==> src/rtl/rsi_pkg.sv <==
package rsi_pkg;

  // Field and state widths
  localparam int PRICE_W  = 32;
  localparam int FRAC_W   = 16;
  localparam int ACC_W    = 48;
  localparam int WIN_W    = 10;
  localparam int ITEMS_W  = 11;
  localparam int RSI_W    = 23;

  // Divider geometry
  localparam int NUM_W    = ACC_W + FRAC_W;      // dividend bits shifted in
  localparam int DEN_W    = ACC_W + 1;           // gain + loss needs one more bit
  localparam int STEP_W   = $clog2(NUM_W + 1);
  localparam int HUNDRED_W = 7;
  localparam int RATIO_N_W = ACC_W + HUNDRED_W + FRAC_W;

  localparam logic [ITEMS_W-1:0]   ITEMS_MAX  = '1;
  localparam logic [WIN_W-1:0]     WIN_RESET  = WIN_W'(14);
  localparam logic [HUNDRED_W-1:0] HUNDRED    = HUNDRED_W'(100);
  localparam logic [RSI_W-1:0]     RSI_HALF   = RSI_W'(50 << FRAC_W);
  localparam logic [RSI_W-1:0]     RSI_FULL   = RSI_W'(100 << FRAC_W);
  localparam logic [STEP_W-1:0]    STEPS_WIDE = STEP_W'(NUM_W);
  localparam logic [STEP_W-1:0]    STEPS_RSI  = STEP_W'(RSI_W);

  typedef enum logic [1:0] {
    DIV_NORM,
    DIV_SMOOTH,
    DIV_RATIO
  } div_op_e;

  typedef enum logic [1:0] {
    ACC_HOLD,
    ACC_CLEAR,
    ACC_ADD
  } acc_op_e;

  typedef enum logic [1:0] {
    STORE_NONE,
    STORE_GAIN,
    STORE_LOSS,
    STORE_RSI
  } store_e;

  typedef enum logic [1:0] {
    RSI_KEEP,
    RSI_SET_HALF,
    RSI_SET_FULL
  } rsi_set_e;

  typedef enum logic [1:0] {
    PH_FIRST,
    PH_ACCUM,
    PH_LAST,
    PH_SMOOTH
  } phase_e;

  typedef struct packed {
    acc_op_e  acc_op;
    rsi_set_e rsi_set;
    logic     div_start;
    div_op_e  div_op;
    logic     div_sel_loss;
    store_e   store;
    logic     emit;
  } cmd_t;

  typedef struct packed {
    phase_e phase;
    logic   loss_zero;
    logic   div_done;
    logic   out_free;
  } sts_t;

endpackage

==> src/rtl/rsi_in_if.sv <==
interface rsi_in_if;
  logic                         valid;
  logic                         ready;
  logic [rsi_pkg::PRICE_W-1:0]  price;
  logic                         last_in_series;

  modport source (output valid, output price, output last_in_series, input ready);
  modport sink   (input valid, input price, input last_in_series, output ready);
endinterface

==> src/rtl/rsi_out_if.sv <==
interface rsi_out_if;
  logic                       valid;
  logic                       ready;
  logic [rsi_pkg::RSI_W-1:0]  rsi_value;
  logic                       series_end;

  modport source (output valid, output rsi_value, output series_end, input ready);
  modport sink   (input valid, input rsi_value, input series_end, output ready);
endinterface

==> src/rtl/rsi_div.sv <==
module rsi_div (
  input  logic                         clk_i,
  input  logic                         rst_ni,
  input  logic                         start_i,
  input  logic [rsi_pkg::DEN_W-1:0]    rem_i,
  input  logic [rsi_pkg::NUM_W-1:0]    num_i,
  input  logic [rsi_pkg::DEN_W-1:0]    den_i,
  input  logic [rsi_pkg::STEP_W-1:0]   steps_i,
  output logic                         done_o,
  output logic [rsi_pkg::NUM_W-1:0]    quot_o
);
  import rsi_pkg::*;

  logic              busy_q;
  logic              done_q;
  logic [STEP_W-1:0] count_q;
  logic [DEN_W-1:0]  rem_q;
  logic [NUM_W-1:0]  num_q;
  logic [DEN_W-1:0]  den_q;
  logic [NUM_W-1:0]  quot_q;

  logic [DEN_W:0]    trial;
  logic [DEN_W:0]    diff;
  logic              fits;

  // restoring step: one quotient bit per cycle, MSB first
  assign trial = {rem_q, num_q[NUM_W-1]};
  assign diff  = trial - {1'b0, den_q};
  assign fits  = trial >= {1'b0, den_q};

  always_ff @(posedge clk_i or negedge rst_ni) begin
    if (!rst_ni) begin
      busy_q  <= 1'b0;
      done_q  <= 1'b0;
      count_q <= '0;
    end else begin
      done_q <= 1'b0;
      if (start_i) begin
        busy_q  <= 1'b1;
        count_q <= steps_i;
      end else if (busy_q) begin
        count_q <= count_q - 1'b1;
        if (count_q == STEP_W'(1)) begin
          busy_q <= 1'b0;
          done_q <= 1'b1;
        end
      end
    end
  end

  always_ff @(posedge clk_i) begin
    if (start_i) begin
      rem_q  <= rem_i;
      num_q  <= num_i;
      den_q  <= den_i;
      quot_q <= '0;
    end else if (busy_q) begin
      rem_q  <= fits ? diff[DEN_W-1:0] : trial[DEN_W-1:0];
      num_q  <= {num_q[NUM_W-2:0], 1'b0};
      quot_q <= {quot_q[NUM_W-2:0], fits};
    end
  end

  assign done_o = done_q;
  assign quot_o = quot_q;

endmodule

==> src/rtl/rsi_dp.sv <==
module rsi_dp (
  input  logic                          clk_i,
  input  logic                          rst_ni,
  input  logic                          in_fire_i,
  input  logic [rsi_pkg::PRICE_W-1:0]   price_i,
  input  logic                          last_i,
  input  logic                          cfg_we_i,
  input  logic [rsi_pkg::WIN_W-1:0]     cfg_wdata_i,
  input  rsi_pkg::cmd_t                 cmd_i,
  output rsi_pkg::sts_t                 sts_o,
  input  logic                          out_ready_i,
  output logic                          out_valid_o,
  output logic [rsi_pkg::RSI_W-1:0]     rsi_value_o,
  output logic                          series_end_o
);
  import rsi_pkg::*;

  logic [WIN_W-1:0]    win_q;
  logic [PRICE_W-1:0]  prev_q;
  logic [ITEMS_W-1:0]  items_q;
  logic [ACC_W-1:0]    gain_q;
  logic [ACC_W-1:0]    loss_q;
  logic                out_valid_q;

  logic [PRICE_W-1:0]  price_q;
  logic                last_q;
  logic [PRICE_W-1:0]  up_q;
  logic [PRICE_W-1:0]  down_q;
  logic [RSI_W-1:0]    rsi_q;
  logic [RSI_W-1:0]    out_rsi_q;
  logic                out_end_q;

  logic [WIN_W-1:0]          win_eff;
  logic [WIN_W-1:0]          win_m1;
  phase_e                    phase;
  logic [ACC_W-1:0]          acc_sel;
  logic [PRICE_W-1:0]        move_sel;
  logic [ACC_W+WIN_W-1:0]    smooth_prod;
  logic [NUM_W-1:0]          smooth_num;
  logic [ACC_W+HUNDRED_W-1:0] gain_x100;
  logic [RATIO_N_W-1:0]      ratio_n;
  logic [DEN_W-1:0]          div_rem;
  logic [NUM_W-1:0]          div_num;
  logic [DEN_W-1:0]          div_den;
  logic [STEP_W-1:0]         div_steps;
  logic                      div_done;
  logic [NUM_W-1:0]          div_quot;
  logic                      out_free;
  logic                      out_load;

  // a zero window behaves as one
  assign win_eff = (win_q == '0) ? WIN_W'(1) : win_q;
  assign win_m1  = win_eff - 1'b1;

  always_comb begin
    if (items_q == '0) begin
      phase = PH_FIRST;
    end else if (items_q < {1'b0, win_eff}) begin
      phase = PH_ACCUM;
    end else if (items_q == {1'b0, win_eff}) begin
      phase = PH_LAST;
    end else begin
      phase = PH_SMOOTH;
    end
  end

  assign out_free = !out_valid_q || out_ready_i;
  assign out_load = cmd_i.emit && out_free;
  assign sts_o    = {phase, (loss_q == '0), div_done, out_free};

  // divider operand selection
  assign acc_sel     = cmd_i.div_sel_loss ? loss_q : gain_q;
  assign move_sel    = cmd_i.div_sel_loss ? down_q : up_q;
  assign smooth_prod = acc_sel * win_m1;
  assign smooth_num  = NUM_W'(smooth_prod) + NUM_W'({move_sel, {FRAC_W{1'b0}}});
  assign gain_x100   = gain_q * HUNDRED;
  assign ratio_n     = {gain_x100, {FRAC_W{1'b0}}};

  always_comb begin
    case (cmd_i.div_op)
      DIV_SMOOTH: begin
        div_rem   = '0;
        div_num   = smooth_num;
        div_den   = DEN_W'(win_eff);
        div_steps = STEPS_WIDE;
      end
      DIV_RATIO: begin
        // quotient fits RSI_W bits, so the upper dividend bits preload the remainder
        div_rem   = DEN_W'(ratio_n[RATIO_N_W-1:RSI_W]);
        div_num   = {ratio_n[RSI_W-1:0], {(NUM_W-RSI_W){1'b0}}};
        div_den   = {1'b0, gain_q} + {1'b0, loss_q};
        div_steps = STEPS_RSI;
      end
      default: begin
        div_rem   = '0;
        div_num   = {acc_sel, {FRAC_W{1'b0}}};
        div_den   = DEN_W'(win_eff);
        div_steps = STEPS_WIDE;
      end
    endcase
  end

  rsi_div u_div (
    .clk_i   (clk_i),
    .rst_ni  (rst_ni),
    .start_i (cmd_i.div_start),
    .rem_i   (div_rem),
    .num_i   (div_num),
    .den_i   (div_den),
    .steps_i (div_steps),
    .done_o  (div_done),
    .quot_o  (div_quot)
  );

  always_ff @(posedge clk_i or negedge rst_ni) begin
    if (!rst_ni) begin
      win_q       <= WIN_RESET;
      prev_q      <= '0;
      items_q     <= '0;
      gain_q      <= '0;
      loss_q      <= '0;
      out_valid_q <= 1'b0;
    end else begin
      if (cfg_we_i) begin
        win_q <= cfg_wdata_i;
      end

      case (cmd_i.acc_op)
        ACC_CLEAR: begin
          gain_q <= '0;
          loss_q <= '0;
        end
        ACC_ADD: begin
          gain_q <= gain_q + ACC_W'(up_q);
          loss_q <= loss_q + ACC_W'(down_q);
        end
        default: begin
        end
      endcase

      case (cmd_i.store)
        STORE_GAIN: gain_q <= div_quot[ACC_W-1:0];
        STORE_LOSS: loss_q <= div_quot[ACC_W-1:0];
        default: begin
        end
      endcase

      // the series position and previous price commit with the result beat
      if (out_load) begin
        out_valid_q <= 1'b1;
        prev_q      <= price_q;
        if (last_q) begin
          items_q <= '0;
        end else if (items_q != ITEMS_MAX) begin
          items_q <= items_q + 1'b1;
        end
      end else if (out_ready_i) begin
        out_valid_q <= 1'b0;
      end
    end
  end

  always_ff @(posedge clk_i) begin
    if (in_fire_i) begin
      price_q <= price_i;
      last_q  <= last_i;
      up_q    <= (price_i > prev_q) ? price_i - prev_q : '0;
      down_q  <= (prev_q > price_i) ? prev_q - price_i : '0;
    end

    case (cmd_i.rsi_set)
      RSI_SET_HALF: rsi_q <= RSI_HALF;
      RSI_SET_FULL: rsi_q <= RSI_FULL;
      default: begin
        if (cmd_i.store == STORE_RSI) begin
          rsi_q <= div_quot[RSI_W-1:0];
        end
      end
    endcase

    if (out_load) begin
      out_rsi_q <= rsi_q;
      out_end_q <= last_q;
    end
  end

  assign out_valid_o  = out_valid_q;
  assign rsi_value_o  = out_rsi_q;
  assign series_end_o = out_end_q;

endmodule

==> src/rtl/rsi_ctrl.sv <==
module rsi_ctrl (
  input  logic           clk_i,
  input  logic           rst_ni,
  input  logic           in_fire_i,
  input  rsi_pkg::sts_t  sts_i,
  output rsi_pkg::cmd_t  cmd_o,
  output logic           in_ready_o
);
  import rsi_pkg::*;

  typedef enum logic [3:0] {
    ST_IDLE,
    ST_PREP,
    ST_NORM,
    ST_DIV_G,
    ST_DIV_L,
    ST_RSI_WAIT,
    ST_RSI_CHK,
    ST_DIV_R,
    ST_FINISH,
    ST_EMIT
  } state_e;

  state_e state_q;
  state_e state_d;
  cmd_t   cmd_q;
  cmd_t   cmd_d;
  logic   ready_q;
  logic   ready_d;
  logic   smooth_q;
  logic   smooth_d;

  always_comb begin
    state_d  = state_q;
    cmd_d    = cmd_q;
    ready_d  = ready_q;
    smooth_d = smooth_q;

    // single-cycle commands
    cmd_d.acc_op    = ACC_HOLD;
    cmd_d.rsi_set   = RSI_KEEP;
    cmd_d.div_start = 1'b0;
    cmd_d.store     = STORE_NONE;

    case (state_q)
      ST_IDLE: begin
        if (in_fire_i) begin
          ready_d = 1'b0;
          state_d = ST_PREP;
        end
      end
      ST_PREP: begin
        case (sts_i.phase)
          PH_FIRST: begin
            cmd_d.acc_op  = ACC_CLEAR;
            cmd_d.rsi_set = RSI_SET_HALF;
            state_d       = ST_FINISH;
          end
          PH_ACCUM: begin
            cmd_d.acc_op  = ACC_ADD;
            cmd_d.rsi_set = RSI_SET_HALF;
            state_d       = ST_FINISH;
          end
          PH_LAST: begin
            cmd_d.acc_op  = ACC_ADD;
            cmd_d.rsi_set = RSI_SET_HALF;
            smooth_d      = 1'b0;
            state_d       = ST_NORM;
          end
          default: begin
            cmd_d.div_start    = 1'b1;
            cmd_d.div_op       = DIV_SMOOTH;
            cmd_d.div_sel_loss = 1'b0;
            smooth_d           = 1'b1;
            state_d            = ST_DIV_G;
          end
        endcase
      end
      ST_NORM: begin
        // sums are final now; turn them into averages
        cmd_d.div_start    = 1'b1;
        cmd_d.div_op       = DIV_NORM;
        cmd_d.div_sel_loss = 1'b0;
        state_d            = ST_DIV_G;
      end
      ST_DIV_G: begin
        if (sts_i.div_done) begin
          cmd_d.store        = STORE_GAIN;
          cmd_d.div_start    = 1'b1;
          cmd_d.div_sel_loss = 1'b1;
          state_d            = ST_DIV_L;
        end
      end
      ST_DIV_L: begin
        if (sts_i.div_done) begin
          cmd_d.store = STORE_LOSS;
          state_d     = smooth_q ? ST_RSI_WAIT : ST_FINISH;
        end
      end
      ST_RSI_WAIT: begin
        state_d = ST_RSI_CHK;
      end
      ST_RSI_CHK: begin
        if (sts_i.loss_zero) begin
          cmd_d.rsi_set = RSI_SET_FULL;
          state_d       = ST_FINISH;
        end else begin
          cmd_d.div_start = 1'b1;
          cmd_d.div_op    = DIV_RATIO;
          state_d         = ST_DIV_R;
        end
      end
      ST_DIV_R: begin
        if (sts_i.div_done) begin
          cmd_d.store = STORE_RSI;
          state_d     = ST_FINISH;
        end
      end
      ST_FINISH: begin
        cmd_d.emit = 1'b1;
        state_d    = ST_EMIT;
      end
      ST_EMIT: begin
        if (sts_i.out_free) begin
          cmd_d.emit = 1'b0;
          ready_d    = 1'b1;
          state_d    = ST_IDLE;
        end
      end
      default: begin
        cmd_d.emit = 1'b0;
        ready_d    = 1'b1;
        state_d    = ST_IDLE;
      end
    endcase
  end

  always_ff @(posedge clk_i or negedge rst_ni) begin
    if (!rst_ni) begin
      state_q  <= ST_IDLE;
      cmd_q    <= '0;
      ready_q  <= 1'b1;
      smooth_q <= 1'b0;
    end else begin
      state_q  <= state_d;
      cmd_q    <= cmd_d;
      ready_q  <= ready_d;
      smooth_q <= smooth_d;
    end
  end

  assign cmd_o      = cmd_q;
  assign in_ready_o = ready_q;

endmodule

==> src/rtl/relative_strength_index_unit.sv <==
// Throughput: one item at a time. Seed and summing items need no division; the item
//   that closes the window takes two 64-step divisions, and a smoothing item two 64-step
//   divisions and, unless the smoothed loss is zero, one 23-step one,
//   all on the shared bit-serial divider.
// The result register lets the next price be taken while a result beat waits.
// Reset (rst_ni, async, active low) clears all series state and sets the window to 14.
module relative_strength_index_unit (
  input  logic                      clk_i,
  input  logic                      rst_ni,
  rsi_in_if.sink                    in_i,
  rsi_out_if.source                 out_o,
  input  logic                      cfg_we_i,
  input  logic [rsi_pkg::WIN_W-1:0] cfg_wdata_i
);
  import rsi_pkg::*;

  cmd_t cmd;
  sts_t sts;
  logic in_ready;
  logic in_fire;

  assign in_fire  = in_i.valid && in_ready;
  assign in_i.ready = in_ready;

  rsi_ctrl u_ctrl (
    .clk_i      (clk_i),
    .rst_ni     (rst_ni),
    .in_fire_i  (in_fire),
    .sts_i      (sts),
    .cmd_o      (cmd),
    .in_ready_o (in_ready)
  );

  rsi_dp u_dp (
    .clk_i        (clk_i),
    .rst_ni       (rst_ni),
    .in_fire_i    (in_fire),
    .price_i      (in_i.price),
    .last_i       (in_i.last_in_series),
    .cfg_we_i     (cfg_we_i),
    .cfg_wdata_i  (cfg_wdata_i),
    .cmd_i        (cmd),
    .sts_o        (sts),
    .out_ready_i  (out_o.ready),
    .out_valid_o  (out_o.valid),
    .rsi_value_o  (out_o.rsi_value),
    .series_end_o (out_o.series_end)
  );

endmodule

==> src/flat_wrapper.sv <==
// flat-port wrapper written by rule: the top's interface ports become plain ports
module relative_strength_index_unit_flat import rsi_pkg::*;
  (clk_i, rst_ni, cfg_we_i, cfg_wdata_i, in_i_valid, in_i_price, in_i_last_in_series, in_i_ready, out_o_valid, out_o_rsi_value, out_o_series_end, out_o_ready);
  rsi_in_if in_i_i ();
  rsi_out_if out_o_i ();
  input  logic clk_i;
  input  logic rst_ni;
  input  logic cfg_we_i;
  input  logic [rsi_pkg::WIN_W-1:0] cfg_wdata_i;
  input wire logic [$bits(in_i_i.valid)-1:0] in_i_valid;
  input wire logic [$bits(in_i_i.price)-1:0] in_i_price;
  input wire logic [$bits(in_i_i.last_in_series)-1:0] in_i_last_in_series;
  output wire logic [$bits(in_i_i.ready)-1:0] in_i_ready;
  output wire logic [$bits(out_o_i.valid)-1:0] out_o_valid;
  output wire logic [$bits(out_o_i.rsi_value)-1:0] out_o_rsi_value;
  output wire logic [$bits(out_o_i.series_end)-1:0] out_o_series_end;
  input wire logic [$bits(out_o_i.ready)-1:0] out_o_ready;
  assign in_i_i.valid = in_i_valid;
  assign in_i_i.price = in_i_price;
  assign in_i_i.last_in_series = in_i_last_in_series;
  assign in_i_ready = in_i_i.ready;
  assign out_o_valid = out_o_i.valid;
  assign out_o_rsi_value = out_o_i.rsi_value;
  assign out_o_series_end = out_o_i.series_end;
  assign out_o_i.ready = out_o_ready;
  relative_strength_index_unit u_core (.clk_i(clk_i), .rst_ni(rst_ni), .in_i(in_i_i), .out_o(out_o_i), .cfg_we_i(cfg_we_i), .cfg_wdata_i(cfg_wdata_i));
endmodule
==> config.mk <==
export PLATFORM = sky130hd
export DESIGN_NAME = relative_strength_index_unit_flat
export DESIGN_NICKNAME = d
export VERILOG_FILES = /design/src/rtl/rsi_pkg.sv /design/src/rtl/rsi_in_if.sv /design/src/rtl/rsi_out_if.sv /design/src/rtl/rsi_div.sv /design/src/rtl/rsi_dp.sv /design/src/rtl/rsi_ctrl.sv /design/src/rtl/relative_strength_index_unit.sv /design/src/flat_wrapper.sv
export SDC_FILE = /design/constraint.sdc
export NUM_CORES = 2
export LEC_CHECK = 0
export BUFFER_PORTS_ARGS = -buffer_cell sky130_fd_sc_hd__buf_2
export CELL_PAD_IN_SITES_DETAIL_PLACEMENT = 1
export CELL_PAD_IN_SITES_GLOBAL_PLACEMENT = 1
export CORE_MARGIN = 5
export CORE_UTILIZATION = 55
export CTS_CLUSTER_SIZE = 20
export DETAILED_ROUTE_END_ITERATION = 12
export PLACE_DENSITY_LB_ADDON = 0.1
export SLEW_MARGIN = 20
export SYNTH_ARGS = -nofsm -noshare
export SYNTH_HDL_FRONTEND = slang
export SYNTH_SLANG_ARGS = --single-unit
export TNS_END_PERCENT = 10
==> constraint.sdc <==
create_clock -name clk_i -period 14.5 [get_ports clk_i]
set_input_delay 1.45 -clock clk_i [delete_from_list [all_inputs] [get_ports clk_i]]
set_output_delay 1.45 -clock clk_i [all_outputs]
set_load 0.03 [all_outputs]
==> impl_metrics.toml <==
[min_path]
whs_path_depth = 0
hold_class = "flip-flop to flip-flop"
hold_end = "u_core.u_dp.rsi_value_o[9]"
min_from = "u_core.u_dp.rsi_q[9]"

[critical_path]
cpMostUsedCell = "inv_1"
start_kind = "flip-flop"
crit_slowest_cell = "xnor2_2"
crit_family = "adder cells"
max_stage_delay_ns = 0.75
critPathArrivalTime_ns = 10.92
path_max_fanout = 41
rr_worst_depth = 31
r2r_start = "u_core.u_dp.win_q[4]"
r2r_slack_ns = 3.92
worstSetupPathType = "flip-flop to flip-flop"
worstReg2RegEnd = "u_core.u_dp.u_div.num_q[57]"
critPathRequiredTime_ns = 14.84
cp_num_buf_inv = 8
worstSetupEndpointType = "flip-flop"

[clock_tree]
cts-buffers-inserted = 69
path_clk_slew_ns = 0.06
postCtsSetupBuffers = 0
cts_hold_buffers = 0
clock_sinks = 530
cts_tree = "yes"
clock_path_buffers = 3
cts-root-buf = "clkbuf_16"
clock_latency_ns = 0.68
htreeDepth = 3
cts-resized-gates = 0

[drt]
wl_per_cell_um = 26.9
totalWireLength_mm = 210
route.vias.total = 49300
ant_nets = 0
drc = 0
dr.pass1.iters = 6
vias_per_cell = 6.32
drt_iter0_drc = 4664

[sta]
finalSetupViolations = 0
hold_violations = 0
setup-tns-final_ns = 0
slew_headroom_pct = 20.4
rsz0062_at_grt = "false"
fin_ws_ns = 3.92
period_minus_slack_ns = 10.58
slew_violations = 0
tightest_slew_ns = 1.19
max_freq_mhz = 94.6
min_period_over_period_pct = 72.9
finClkSkew_ns = 0.0535

[synthesis]
synth_cell_types = 95
syn_avg_cell_area_um2 = 8.75
synthFlopType = "edfxtp_1"
synth-edff-count = 306
syn_nets = 7420
ys_seq_area_share_pct = 25.9
ys_warn_count = 0
synth_area_um2 = 56100
yosys_register_bits = 530
syn_inst = 6418
ys_async_sr_fraction_pct = 33.2

[power_and_ir_drop]
power_density_nw_per_um2 = 219
p_total_w = 0.0132
leakagePower_nw = 28.0
max-vdd-ir-drop_mv = 0.211

[final_layout]
nets = 7377
drive_gt1_share_pct = 6.50
syn2layout_area_growth_pct = 7.53
utilization_pct = 59.4

[place]
gp_congestion = 1.02
dpl.hpwl_mm = 163
numPortBuffers = 73
dp_slack_ns = 4.47

[die]
ioPinCount = 74
fp.dieH_um = 329
start_util_pct = 55.3
dieArea_um2 = 109000
die_w_um = 329
placeableCoreArea_um2 = 102000
row_count = 117

[grt]
grt_max_degree = 98
antenna_found_initial = 13
grt_first_pass_wirelength_mm = 317
grt_pass1_vias = 51200
grt_usage_pct = 38.3
grt.overflow.total = 0

[flow_run]
cap_violations = 0

[outcome]
status = "finished clean"
[cell families after synthesis]
kind of cell             after synthesis  share of synthesized area, %
AO/OA/AOI/OAI                       1456                          16.8
XOR/XNOR                             303                          4.73
adder cells (fa/ha/maj)              954                          27.3
buffers and inverters               1161                          7.85
flip-flops                           530                          25.9
multiplexers                         121                          2.23
AND/OR/NAND/NOR                     1893                          15.2
[layer usage]
| layer | share of wire [%] | global-route usage [%] | wire length, um | vias to the layer above |
|---|---|---|---|---|
| met5 | 0.027 | 0 | 56 | - |
| met3 | 9.1 | 8.27 | 19000 | 501 |
| met2 | 44 | 59.2 | 92800 | 2158 |
| met1 | 41 | 51.8 | 86100 | 25000 |
| met4 | 5.6 | 17.8 | 11600 | 8 |
| li1 | - | - | - | 21700 |
[worst max path at each step]
stage                              start                          end  depth (start not counted)
global route        u_core.u_dp.win_q[4]  u_core.u_dp.u_div.num_q[57]                         31
floorplan           u_core.u_dp.win_q[2]  u_core.u_dp.u_div.num_q[55]                         30
CTS                 u_core.u_dp.win_q[4]  u_core.u_dp.u_div.num_q[57]                         31
detailed placement  u_core.u_dp.win_q[4]  u_core.u_dp.u_div.num_q[57]                         31
finish              u_core.u_dp.win_q[4]  u_core.u_dp.u_div.num_q[57]                         31
global placement    u_core.u_dp.win_q[4]  u_core.u_dp.u_div.num_q[50]                         32
[stage by stage]
step	instances	area (um2)	hold slack, ns
finish	7799	60400	0.417
CTS	7795	60400	0.419
floorplan	6418	56100	0.400
global placement	7672	58000	0.403
detailed placement	7672	58000	0.405
global route	7795	60400	0.421
[cells in the final DEF, fill, tap and decap left out, drive strengths merged, types with 57 or more instances in the layout]
cell type	n
inv	888
nor2	753
nand2	512
ha	505
fa	449
a21oi	395
o21ai	323
edfxtp	306
a21o	206
dfrtp	172
xnor2	169
buf	159
xor2	134
nand3	99
mux2i	89
clkbuf	89
a221oi	72
o21a	69
nor3	69
and2	68
nor2b	68
nand4	66
and3	57
[cell usage after synthesis, types with 17 or more instances]
cell / number / area [um2]
edfxtp_1: 306 / 9190
nor3_1: 69 / 345
nand2_1: 512 / 1920
nor4_1: 29 / 181
a21oi_1: 391 / 1960
o221ai_1: 20 / 175
o211ai_1: 19 / 143
mux2i_1: 89 / 891
o21bai_1: 45 / 338
nor2_1: 752 / 2820
o21ai_0: 303 / 1520
a31oi_1: 54 / 338
a221oi_1: 72 / 631
a21o_1: 206 / 1550
and3_1: 57 / 357
nand3_1: 99 / 495
mux2_2: 32 / 360
or2_2: 48 / 300
buf_1: 33 / 124
o21ai_1: 19 / 95.1
ha_1: 505 / 6320
nand2b_1: 55 / 344
a211oi_1: 32 / 240
o21a_1: 69 / 518
xnor2_1: 169 / 1480
and2_1: 67 / 419
dfrtp_1: 172 / 4300
inv_1: 885 / 3320
clkbuf_1: 215 / 807
buf_2: 17 / 85.1
fa_1: 449 / 8990
dfxtp_1: 48 / 961
nand4_1: 66 / 413
or3_1: 30 / 188
nor2b_1: 68 / 425
o22ai_1: 50 / 313
xor2_1: 134 / 1170
[final cells by class]
cell class	instances	area, um2
antenna	4	10.0
multi-input combinational	4727	37300
fill	11900	41200
clock inverter	35	547
timing repair buffer	160	1030
inverter	887	3330
clock buffer	88	1840
tap	1368	1710
sequential	530	14600
[sequential cells by signal, summed over array words and instances (netlist names), 4 cells and up]
| signal | count |
|---|---|
| u_core.u_dp.u_div.den_q | 49 |
| u_core.u_dp.price_q | 32 |
| u_core.u_dp.up_q | 32 |
| u_core.u_dp.items_q | 11 |
| u_core.u_dp.win_q | 10 |
| u_core.u_dp.u_div.quot_o | 48 |
| u_core.u_dp.gain_q | 48 |
| u_core.u_dp.u_div.count_q | 7 |
| u_core.u_dp.loss_q | 48 |
| u_core.u_dp.rsi_value_o | 23 |
| u_core.u_ctrl.cmd_o | 11 |
| u_core.u_dp.u_div.rem_q | 49 |
| u_core.u_ctrl.state_q | 4 |
| u_core.u_dp.rsi_q | 23 |
| u_core.u_dp.u_div.num_q | 64 |
| u_core.u_dp.down_q | 32 |
| u_core.u_dp.prev_q | 32 |
[report_power, final]
| group | leakage, nW | switching [W] | internal [W] |
|---|---|---|---|
| clock network | 1.14 | 0.000763 | 0.00106 |
| logic | 21.3 | 0.00569 | 0.00321 |
| registers | 5.54 | 0.000409 | 0.00208 |
| total | 28.0 | 0.00686 | 0.00635 |
[worst reg2reg max path: cells and delay by family (launching register included)]
kind,cells,cell delay (ns)
buffers and inverters,8,1.22
AOI/OAI and AO/OA,8,2.43
adders and majority gates,6,3.09
and+or+nand+nor,7,2.19
DFF,1,0.41
xor gates and xnor gates,2,0.92
Note: power is estimated with default switching activity, not from simulation.
